--- config.mk ---
export PLATFORM = sky130hd
export DESIGN_NAME = fault_burst_detector
export DESIGN_NICKNAME = d
export VERILOG_FILES = /design/src/rtl/fbd_pkg.sv /design/src/rtl/fbd_cell.sv /design/src/rtl/fault_burst_detector.sv
export SDC_FILE = /design/constraint.sdc
export NUM_CORES = 2
export LEC_CHECK = 0
export BUFFER_PORTS_ARGS = -buffer_cell sky130_fd_sc_hd__buf_2
export CAP_MARGIN = 20
export CORE_MARGIN = 2
export CORE_UTILIZATION = 32
export CTS_BUF_LIST = sky130_fd_sc_hd__clkbuf_4 sky130_fd_sc_hd__clkbuf_8
export CTS_CLUSTER_SIZE = 28
export DETAILED_ROUTE_END_ITERATION = 12
export PLACE_DENSITY = 0.42
export SLEW_MARGIN = 20
export SYNTH_ARGS = -nofsm -noshare
export SYNTH_HDL_FRONTEND = slang
export SYNTH_SLANG_ARGS = --single-unit
--- constraint.sdc ---
create_clock -name aclk -period 11.53 [get_ports aclk]
set_input_delay 2.306 -clock aclk [delete_from_list [all_inputs] [get_ports aclk]]
set_output_delay 2.306 -clock aclk [all_outputs]
set_load 0.005 [all_outputs]
--- src/rtl/fbd_pkg.sv ---
// ----------------------------------------------------------------------------
// fbd_pkg
// Shared types, constants and ring pointer helpers for the fault burst
// detector.
// ----------------------------------------------------------------------------
package fbd_pkg;

    localparam int RING_SLOTS = 16;
    localparam int PTR_W      = (RING_SLOTS > 1) ? $clog2(RING_SLOTS) : 1;
    localparam int CNT_W      = 4;
    localparam int WIN_W      = 31;
    localparam int STAMP_W    = 32;
    localparam int CFG_W      = 31;
    localparam int IDX_W      = 3;
    localparam int MODE_W     = 2;
    localparam int PRES_W     = 3;
    localparam int NUM_CLS    = 3;
    localparam int SIZE_W     = ($clog2(RING_SLOTS + 1) > CNT_W + 1) ?
                                $clog2(RING_SLOTS + 1) : CNT_W + 1;

    typedef logic [1:0]         cls_t;
    typedef logic [IDX_W-1:0]   reg_idx_t;
    typedef logic [PTR_W-1:0]   ptr_t;
    typedef logic [CNT_W-1:0]   cnt_t;
    typedef logic [WIN_W-1:0]   win_t;
    typedef logic [STAMP_W-1:0] stamp_t;
    typedef logic [SIZE_W-1:0]  size_t;

    localparam cls_t CLS_GPU   = 2'd0;
    localparam cls_t CLS_PAGE  = 2'd1;
    localparam cls_t CLS_AICL  = 2'd2;
    localparam cls_t CLS_OTHER = 2'd3;

    localparam reg_idx_t REG_MODE      = 3'd0;
    localparam reg_idx_t REG_PRESENT   = 3'd1;
    localparam reg_idx_t REG_GPU_CNT   = 3'd2;
    localparam reg_idx_t REG_GPU_WIN   = 3'd3;
    localparam reg_idx_t REG_PAGE_CNT  = 3'd4;
    localparam reg_idx_t REG_PAGE_WIN  = 3'd5;
    localparam reg_idx_t REG_AICL_CNT  = 3'd6;
    localparam reg_idx_t REG_AICL_WIN  = 3'd7;

    typedef struct packed {
        cls_t   cls;
        logic   info;
        stamp_t stamp;
        logic   mirror;
        logic   err;
        logic   drop;
        cnt_t   level;
    } evt_t;

    function automatic size_t ring_size(cnt_t thr);
        size_t s;
        s = size_t'(thr) + size_t'(1);
        if (s > size_t'(RING_SLOTS)) begin
            s = size_t'(RING_SLOTS);
        end
        return s;
    endfunction

    function automatic ptr_t ring_adv(ptr_t p, size_t size);
        size_t n;
        n = size_t'(p) + size_t'(1);
        return (n >= size) ? '0 : ptr_t'(n);
    endfunction

endpackage

--- src/rtl/fbd_cell.sv ---
// ----------------------------------------------------------------------------
// fbd_cell
// One class cell: stamp ring, head/tail pointers and failure count of one
// event class, with a word register handing events on to the next cell.
// ----------------------------------------------------------------------------
module fbd_cell (
    input  logic           aclk,
    input  logic           aresetn,
    input  fbd_pkg::cls_t  cell_id,
    input  logic           clr,
    input  fbd_pkg::cnt_t  thr,
    input  fbd_pkg::win_t  win,
    input  logic           in_valid,
    output logic           in_ready,
    input  fbd_pkg::evt_t  in_evt,
    output logic           out_valid,
    input  logic           out_ready,
    output fbd_pkg::evt_t  out_evt
);
    import fbd_pkg::*;

    stamp_t ring_reg [RING_SLOTS];
    ptr_t   head_reg, head_next;
    ptr_t   tail_reg, tail_next;
    cnt_t   cnt_reg;
    stamp_t newest_reg;
    logic   newest_ok_reg;
    logic   out_valid_reg;
    evt_t   out_evt_reg, out_evt_next;

    logic   take, mine, upd;
    size_t  size;
    ptr_t   nt, old_idx, head_adv;
    logic   drop, store, hit, err, full, aicl;
    stamp_t old_val, new_val, span;
    cnt_t   c_inc, c_res;

    assign in_ready  = !out_valid_reg || out_ready;
    assign take      = in_valid && in_ready;
    assign mine      = (in_evt.cls == cell_id);
    assign upd       = take && mine && !in_evt.info;
    assign aicl      = (cell_id == CLS_AICL);
    assign out_valid = out_valid_reg;
    assign out_evt   = out_evt_reg;

    always_comb begin
        size      = ring_size(thr);
        c_inc     = cnt_reg + cnt_t'(1);
        nt        = ring_adv(tail_reg, size);
        drop      = (nt == head_reg);
        store     = !drop;
        tail_next = store ? nt : tail_reg;
        old_idx   = ring_adv(head_reg, size);
        // same-cycle forward of the stamp being stored
        old_val   = (store && old_idx == nt) ? in_evt.stamp : ring_reg[old_idx];
        new_val   = store ? in_evt.stamp : (newest_ok_reg ? newest_reg : old_val);
        span      = new_val - old_val;
        hit       = span < stamp_t'(win);
        head_adv  = (head_reg != tail_next) ? ring_adv(head_reg, size) : head_reg;
        full      = (ring_adv(tail_next, size) == head_reg);

        priority if (c_inc >= thr && !aicl) begin
            err       = hit;
            c_res     = '0;
            head_next = head_adv;
        end else if (c_inc >= thr && hit) begin
            err       = 1'b1;
            c_res     = '0;
            head_next = tail_next;
        end else if (c_inc >= thr) begin
            err       = 1'b0;
            c_res     = cnt_reg;
            head_next = head_adv;
        end else if (!aicl && full) begin
            err       = hit;
            c_res     = c_inc;
            head_next = head_adv;
        end else begin
            err       = 1'b0;
            c_res     = c_inc;
            head_next = head_reg;
        end

        out_evt_next = in_evt;
        if (mine) begin
            if (in_evt.info) begin
                out_evt_next.level = cnt_reg;
            end else begin
                out_evt_next.err   = err;
                out_evt_next.drop  = drop;
                out_evt_next.level = c_res;
            end
        end
    end

    always_ff @(posedge aclk) begin
        if (!aresetn) begin
            head_reg      <= '0;
            tail_reg      <= '0;
            cnt_reg       <= '0;
            newest_ok_reg <= 1'b0;
            out_valid_reg <= 1'b0;
        end else begin
            if (clr) begin
                head_reg      <= '0;
                tail_reg      <= '0;
                cnt_reg       <= '0;
                newest_ok_reg <= 1'b0;
            end else if (upd) begin
                head_reg <= head_next;
                tail_reg <= tail_next;
                cnt_reg  <= c_res;
                if (store) begin
                    newest_ok_reg <= 1'b1;
                end
            end
            if (in_ready) begin
                out_valid_reg <= in_valid;
            end
        end
    end

    always_ff @(posedge aclk) begin
        if (take) begin
            out_evt_reg <= out_evt_next;
        end
        if (upd && store) begin
            ring_reg[nt] <= in_evt.stamp;
            newest_reg   <= in_evt.stamp;
        end
    end

endmodule

--- src/rtl/fault_burst_detector.sv ---
// ----------------------------------------------------------------------------
// fault_burst_detector
// Sliding-window burst detector for fault events: a row of three class cells
// (gpu, gpu page, aicl) through which every event word passes in order.
// Each cell registers the word on its way from input to result.
// Throughput: one word per cycle while m_ready holds; each cell updates its
// class state as it takes a word, so back-to-back words of one class chain.
// Reset clears pointers, counts, config and valids; ring stamps are not reset.
// Writing report_mode zero clears all pointers and counts of every cell.
// ----------------------------------------------------------------------------
module fault_burst_detector (
    input  logic                      aclk,
    input  logic                      aresetn,
    input  logic                      s_valid,
    output logic                      s_ready,
    input  logic [1:0]                s_cmd,
    input  logic                      s_is_info,
    input  logic [31:0]               s_stamp,
    output logic                      m_valid,
    input  logic                      m_ready,
    output logic                      m_mirror_report,
    output logic                      m_error_report,
    output logic                      m_ring_dropped,
    output logic [3:0]                m_fail_level,
    input  logic                      cfg_valid,
    output logic                      cfg_ready,
    input  logic [fbd_pkg::IDX_W-1:0] cfg_index,
    input  logic [fbd_pkg::CFG_W-1:0] cfg_data
);
    import fbd_pkg::*;

    logic [MODE_W-1:0] mode_reg;
    logic [PRES_W-1:0] present_reg;
    cnt_t              thr_reg [NUM_CLS];
    win_t              win_reg [NUM_CLS];

    logic              en, counted, clr;
    logic [3:0]        present_ext;
    evt_t              stage_evt   [NUM_CLS+1];
    logic              stage_valid [NUM_CLS+1];
    logic              stage_ready [NUM_CLS+1];

    assign cfg_ready   = 1'b1;
    assign clr         = cfg_valid && (cfg_index == REG_MODE) &&
                         (cfg_data[MODE_W-1:0] == '0);
    assign en          = (mode_reg != '0);
    assign present_ext = {1'b0, present_reg};
    assign counted     = (s_cmd != CLS_OTHER) && present_ext[s_cmd];

    always_comb begin
        stage_evt[0].cls    = (en && counted) ? s_cmd : CLS_OTHER;
        stage_evt[0].info   = s_is_info;
        stage_evt[0].stamp  = s_stamp;
        stage_evt[0].mirror = en && mode_reg[1];
        stage_evt[0].err    = en && !s_is_info && !counted;
        stage_evt[0].drop   = 1'b0;
        stage_evt[0].level  = '0;
    end

    assign stage_valid[0]       = s_valid;
    assign s_ready              = stage_ready[0];
    assign stage_ready[NUM_CLS] = m_ready;

    assign m_valid         = stage_valid[NUM_CLS];
    assign m_mirror_report = stage_evt[NUM_CLS].mirror;
    assign m_error_report  = stage_evt[NUM_CLS].err;
    assign m_ring_dropped  = stage_evt[NUM_CLS].drop;
    assign m_fail_level    = stage_evt[NUM_CLS].level;

    always_ff @(posedge aclk) begin
        if (!aresetn) begin
            mode_reg    <= '0;
            present_reg <= '0;
            for (int k = 0; k < NUM_CLS; k++) begin
                thr_reg[k] <= '0;
                win_reg[k] <= '0;
            end
        end else if (cfg_valid) begin
            unique case (cfg_index)
                REG_MODE:     mode_reg          <= cfg_data[MODE_W-1:0];
                REG_PRESENT:  present_reg       <= cfg_data[PRES_W-1:0];
                REG_GPU_CNT:  thr_reg[CLS_GPU]  <= cfg_data[CNT_W-1:0];
                REG_GPU_WIN:  win_reg[CLS_GPU]  <= cfg_data[WIN_W-1:0];
                REG_PAGE_CNT: thr_reg[CLS_PAGE] <= cfg_data[CNT_W-1:0];
                REG_PAGE_WIN: win_reg[CLS_PAGE] <= cfg_data[WIN_W-1:0];
                REG_AICL_CNT: thr_reg[CLS_AICL] <= cfg_data[CNT_W-1:0];
                REG_AICL_WIN: win_reg[CLS_AICL] <= cfg_data[WIN_W-1:0];
            endcase
        end
    end

    for (genvar k = 0; k < NUM_CLS; k++) begin : g_cell
        fbd_cell u_cell (
            .aclk      (aclk),
            .aresetn   (aresetn),
            .cell_id   (cls_t'(k)),
            .clr       (clr),
            .thr       (thr_reg[k]),
            .win       (win_reg[k]),
            .in_valid  (stage_valid[k]),
            .in_ready  (stage_ready[k]),
            .in_evt    (stage_evt[k]),
            .out_valid (stage_valid[k+1]),
            .out_ready (stage_ready[k+1]),
            .out_evt   (stage_evt[k+1])
        );
    end

    a_stall_needs_word: assert property (@(posedge aclk) disable iff (!aresetn)
        !s_ready |-> stage_valid[1])
        else $error("input stalled with first cell empty");

    a_word_moves_on: assert property (@(posedge aclk) disable iff (!aresetn)
        stage_valid[1] && stage_ready[1] |=> stage_valid[2])
        else $error("word leaving first cell was lost");

    a_reset_empties: assert property (@(posedge aclk)
        !aresetn |=> !m_valid && s_ready)
        else $error("pipeline not empty after reset");

endmodule
After elaboration in Yosys (flattened, before gate mapping)
Memories as Yosys holds them, arrays and structs flattened.
Cells that the tools add are included.

storage, ports and cells
  register bits = 234
  RAM bits = 1641
  logic and storage cells = 262
  memories = 5

cells by class
  add/subtract/negate cells = 17
  magnitude comparators = 18
  eq/ne operators = 21
  multiplexer cells = 96
  bitwise operators = 11
  reduce and logical (&&, ||, !) cells = 56

memories
  memory                     depth  bits a word  read ports  clocked after Yosys merged registers in  wr ports  RTL line                    text
  g_cell[0].u_cell.ring_reg  16     32           1           0                                        1         fbd_cell.sv:22              stamp_t ring_reg [RING_SLOTS];
  g_cell[1].u_cell.ring_reg  16     32           1           0                                        1         fbd_cell.sv:22
  g_cell[2].u_cell.ring_reg  16     32           1           0                                        1         fbd_cell.sv:22
  win_reg                    3      31           3           0                                        3         fault_burst_detector.sv:35  win_t win_reg [NUM_CLS];
  thr_reg                    3      4            3           0                                        3         fault_burst_detector.sv:34  cnt_t thr_reg [NUM_CLS];

operator list
  operator                                                         count
  32-bit two-way mux                                               9
  4-bit two-way mux                                                34
  32-bit by 31-bit < comparator with 1-bit output                  3
  32-bit subtractor                                                3
  31-bit two-way mux                                               3
  4-bit by 1-bit adder with 5-bit output, second input constant    11
  5-bit >= comparator                                              8
  1-bit two-way mux                                                39
  4-bit == test                                                    8
  1-bit logical AND                                                25
  6-bit two-way mux                                                3
  5-bit greater-than comparator, second input constant             3
  5-bit two-way mux                                                3
  2-bit AND reduction                                              7
  4-bit by 1-bit adder with 4-bit output, second input constant    3
  3-bit == test, second input constant                             4
  4-bit >= comparator                                              3
  4-bit != test                                                    3
  1-bit logical NOT                                                10
  2-bit two-way mux                                                4
  3-bit by 2-bit == test with 1-bit output, second input constant  2
  1-bit OR                                                         6
  2-bit nonzero test                                               3
  3-bit nonzero test                                               2
  12 further kinds                                                 20

Longest topological paths before layout
An unclocked memory read counts as a cell.

  depth in word-level cells = 19
  depth in mapped cells = 46

By module
From an unflattened synthesis, not the netlist that was laid out.

second synthesis, totals
  cell total of the unflattened synthesis = 6833
  area, all modules = 86812.0 µm²

by module, submodules not included
  module                        instances  cells an instance  area each (µm²)  sequential area each (µm²)
  fbd_cell at g_cell[0].u_cell  1          2183               27816.7          17877.1
  fbd_cell at g_cell[2].u_cell  1          2294               27706.6          17877.1
  fbd_cell at g_cell[1].u_cell  1          2164               27470.1          17877.1
  fault_burst_detector          1          192                3818.7           3253.1

Least setup slack after synthesis
OpenSTA, ideal clock, no wires.

  kind = input to register
  from = in m_ready
  to = mem g_cell[0].u_cell.ring_reg[0][0] (netlist bit) (enable)
  data arrival time = 8.415 ns
  data required time = 11.109 ns
  setup slack = 2.693 ns
  stages on the path = 8
  path buffers = 1
  cells stage by stage = nor2b_1 > a31oi_1 > nand2_1 > or2_2 > clkbuf_1 > inv_1 > o21ai_0 > nor2_1

on the way
  word-level cells in the longest chain between the ends = 9

RTL lines
  element                                  RTL line                    text
  from (decl)                              fault_burst_detector.sv:20  input logic m_ready,
  1-bit logical OR (3 in series)           fbd_cell.sv:38              assign in_ready = !out_valid_reg || out_ready;
  1-bit logical AND                        fbd_cell.sv:39              assign take = in_valid && in_ready;
  via g_cell[0].u_cell.take                fbd_cell.sv:31              logic take, mine, upd;
  1-bit logical AND (2 in series)          fbd_cell.sv:41              assign upd = take && mine && !in_evt.info;
  1-bit logical AND                        fbd_cell.sv:127             if (upd && store) begin
  1-bit two-way mux                        fbd_cell.sv:127
  1-bit two-way mux (not written as such)  fbd_cell.sv:128             ring_reg[nt] <= in_evt.stamp;
  to (decl)                                fbd_cell.sv:22

The timed path passes the listed nets, and every way through them passes these cells.

==> run summary <==
Outcome -> complete, no violations
Count of buffers from port buffering -> 82
Final WL -> 270000 um
Internal power -> 0.0118 W
Vias per std cell -> 5.21
Postcts setup bufs -> 0
Clock-pin slew on the worst setup and hold paths -> 0.06 ns
Root Buffer -> clkbuf_8
Area grow syn2layout -> 13.8%
GRT Overall Usage -> 19.6%
Die X-Extent -> 518 um
Syn_nets -> 7131
Hold-fix buffers, CTS -> 0
Drt first pass iters -> 5
Synth warnings -> 0
Worst path required time -> 12.35 ns
VDD IR max -> 0.0000879 V
Pin count of the biggest net entering global routing -> 158
Drt drc -> 0
Post-Syn Area -> 0.0846 mm^2
Max Freq -> 0.0976 GHz
Post-synth ARST share -> 0%
Share of cells above drive strength 1 -> 13.1%
Unrepaired setup endpoints after global routing -> false
Max reg flops -> 1536
Endpoint class of the critical path -> flip-flop
Synth Instances -> 6797
Final Skew -> 0.0779 ns
Clk pwr share -> 37.5%
Critical path fanouts, max -> 62
Total Neg Setup Slack -> 0 ns
Final hold violations -> 0
Starting Density -> 32.2%
Vias in the first global route -> 55781
Leakage power total -> 33.1 nW
Tightest Hold Check Type -> reg2reg
Chip Height -> 518 um
Comb pwr share -> 16.1%
Initial DRC count -> 3929
TritonCTS clock tree -> done
Crit-path most repeated cell -> ha_1
Switch share -> 27.9%
Via Count -> 55994
Share of power burned in registers -> 46.4%
Hpwl dp -> 153000 um
Crit path setup slack, layout -> 1.29 ns
Pwr dens -> 170 mW/mm^2
Worst slew margin -> 25.6%
Max stage delay cell, worst path -> xnor2_1
Nets -> 7317
H-tree depth -> 5
Main synth FF type -> edfxtp_1
TritonCTS Sinks -> 1875
Synth Area per Inst -> 12.4 um^2
Data arrival, critical path -> 11.06 ns
Post-DRT Antenna Nets -> 0
Post-route design area -> 0.0963 mm^2
Tcrit/Tclk final -> 88.8%
Area of the core -> 0.263 mm^2
Most frequent cells in the layout -> edfxtp_1 (1828), nand2_1 (1148), nand3_1 (438), a21oi_1 (361), clkbuf_8 (350)
Setup crit start kind -> flip-flop
Global routing usage on met3 -> 2.77%
Post-CTS Resized -> 0
Ports -> 84
Sequential-to-total area share from yosys stat -> 66.0%
Max-slew violation count -> 0
Wire per inst -> 25.1 um
Top Usage Layer GRT -> met2
Number of flops mapped to enable cells by yosys -> 1828
Total Power -> 0.0164 W
TritonCTS Buffers -> 341
Top cell type by total area after synthesis -> edfxtp_1
Crit-path max cell delay -> 0.63 ns
Final setup violation count -> 0
Rows -> 188
Sw power -> 0.00456 W
Commonest non-fill, non-tap cell in the layout -> edfxtp_1
Min Tclk post-route -> 10.24 ns
Dominant cells by area after synthesis -> edfxtp_1 (65%), nand2_1 (5.1%), ha_1 (3.8%)
Crit Path Class -> reg2reg
GR Overflow Total -> 0
Placed Area -> 0.0899 mm^2
Max Root-Sink Buffers -> 4
Grt met1 use -> 26.7%
Yosys cell types -> 84
Pre-CTS setup slack -> 1.16 ns
Post-synth top area share -> 64.9%
Fillers -> 25733
Post-Route Utilization -> 36.7%
Met2 Usage GRT -> 32.5%
Worst skew pair latency -> 1.04 ns
First-pass GRT wire length -> 393000 um
Gpl congestion -> 0.831
Die area -> 0.269 mm^2
Initial antenna violation count -> 24
Pin slew with the least headroom to its limit -> 1.11 ns
Max_cap viols -> 0
Synth Register Bits -> 1875
-- layer usage --
metal | part of all wire, % | wire, um
met1 | 45 | 122000
met2 | 47 | 128000
met3 | 4.5 | 12200
met4 | 2.7 | 7200
met5 | 0.048 | 130
-- power groups by stage --
| stage | logic (W) | registers, W | clock network, W |
|---|---|---|---|
| after floorplan | 0.00178 | 0.00774 | 0 |
| after global placement | 0.00263 | 0.00774 | 0 |
| after detailed placement | 0.00265 | 0.00774 | 0 |
| after CTS | 0.00267 | 0.00760 | 0.00632 |
| after global routing | 0.00295 | 0.00760 | 0.00660 |
| final | 0.00264 | 0.00760 | 0.00613 |
-- layout make-up --
class / count / area (um^2) / share of cell area [%]
Timing Repair Buffer: 239 / 1750 / 1.82
Antenna cell: 11 / 27.5 / 0.0286
Clock buffer: 467 / 5700 / 5.91
Multi-Input combinational cell: 4366 / 27300 / 28.3
Inverter: 160 / 606 / 0.629
Clock inverter: 113 / 708 / 0.735
Tap cell: 3515 / 4400 / 4.57
Sequential cell: 1875 / 55900 / 58.0
-- cell usage after synthesis, drive strengths merged, types with 60 or more instances --
| library cell | count |
|---|---|
| a21o | 71 |
| a21oi | 367 |
| a221oi | 81 |
| a311oi | 64 |
| a31oi | 93 |
| and3 | 85 |
| buf | 73 |
| clkbuf | 323 |
| edfxtp | 1828 |
| ha | 257 |
| inv | 159 |
| mux2i | 148 |
| nand2 | 1150 |
| nand3 | 438 |
| nor2 | 355 |
| nor3 | 111 |
| o211ai | 121 |
| o21ai | 172 |
| o311ai | 60 |
| or3 | 111 |
| xnor2 | 105 |
-- through the flow --
step / hold slack (ns) / cells
detailed placement: 0.416 / 10155
floorplan: 0.400 / 6797
global route: 0.447 / 10738
CTS: 0.429 / 10735
finish: 0.434 / 10746
global placement: 0.427 / 10155
-- worst max-delay path: cells and delay by family, from the launching register on --
family / cells / cell delay [ns]
buffers and inverters: 3 / 0.97
adders and majority gates: 5 / 1.65
and+or+nand+nor: 5 / 1.23
DFF: 1 / 0.52
muxes: 2 / 0.79
AOI/OAI and AO/OA: 15 / 3.84
xor gates and xnor gates: 3 / 0.95
-- logic make-up (layout without fill, tap and decap cells) --
logic type / Yosys count / after routing / synth area share [%]
AND/OR/NAND/NOR: 2452 / 2452 / 12.9
flip-flops: 1875 / 1875 / 66.0
AO/OA/AOI/OAI: 1307 / 1307 / 10.4
buffers and inverters: 556 / 979 / 2.48
adder cells (fa/ha/maj): 262 / 262 / 3.90
multiplexers: 211 / 211 / 2.90
XOR/XNOR: 133 / 133 / 1.38
other: 1 / 12 / 0.00443
-- path summary, 6_finish.rpt --
path | slack, ns | start | end | cells past startpoint
worst max-delay path | 1.29 | g_cell[1].u_cell.head_reg[0] | g_cell[1].u_cell.out_evt[5] | 33
worst min-delay path | 0.43 | g_cell[0].u_cell.out_evt[6] | g_cell[1].u_cell.out_evt[6] | 0
worst max register to register | 1.29 | g_cell[1].u_cell.head_reg[0] | g_cell[1].u_cell.out_evt[5] | 33
worst min register to register | 0.43 | g_cell[0].u_cell.out_evt[6] | g_cell[1].u_cell.out_evt[6] | 0
Power figures use the tool's default switching activity.
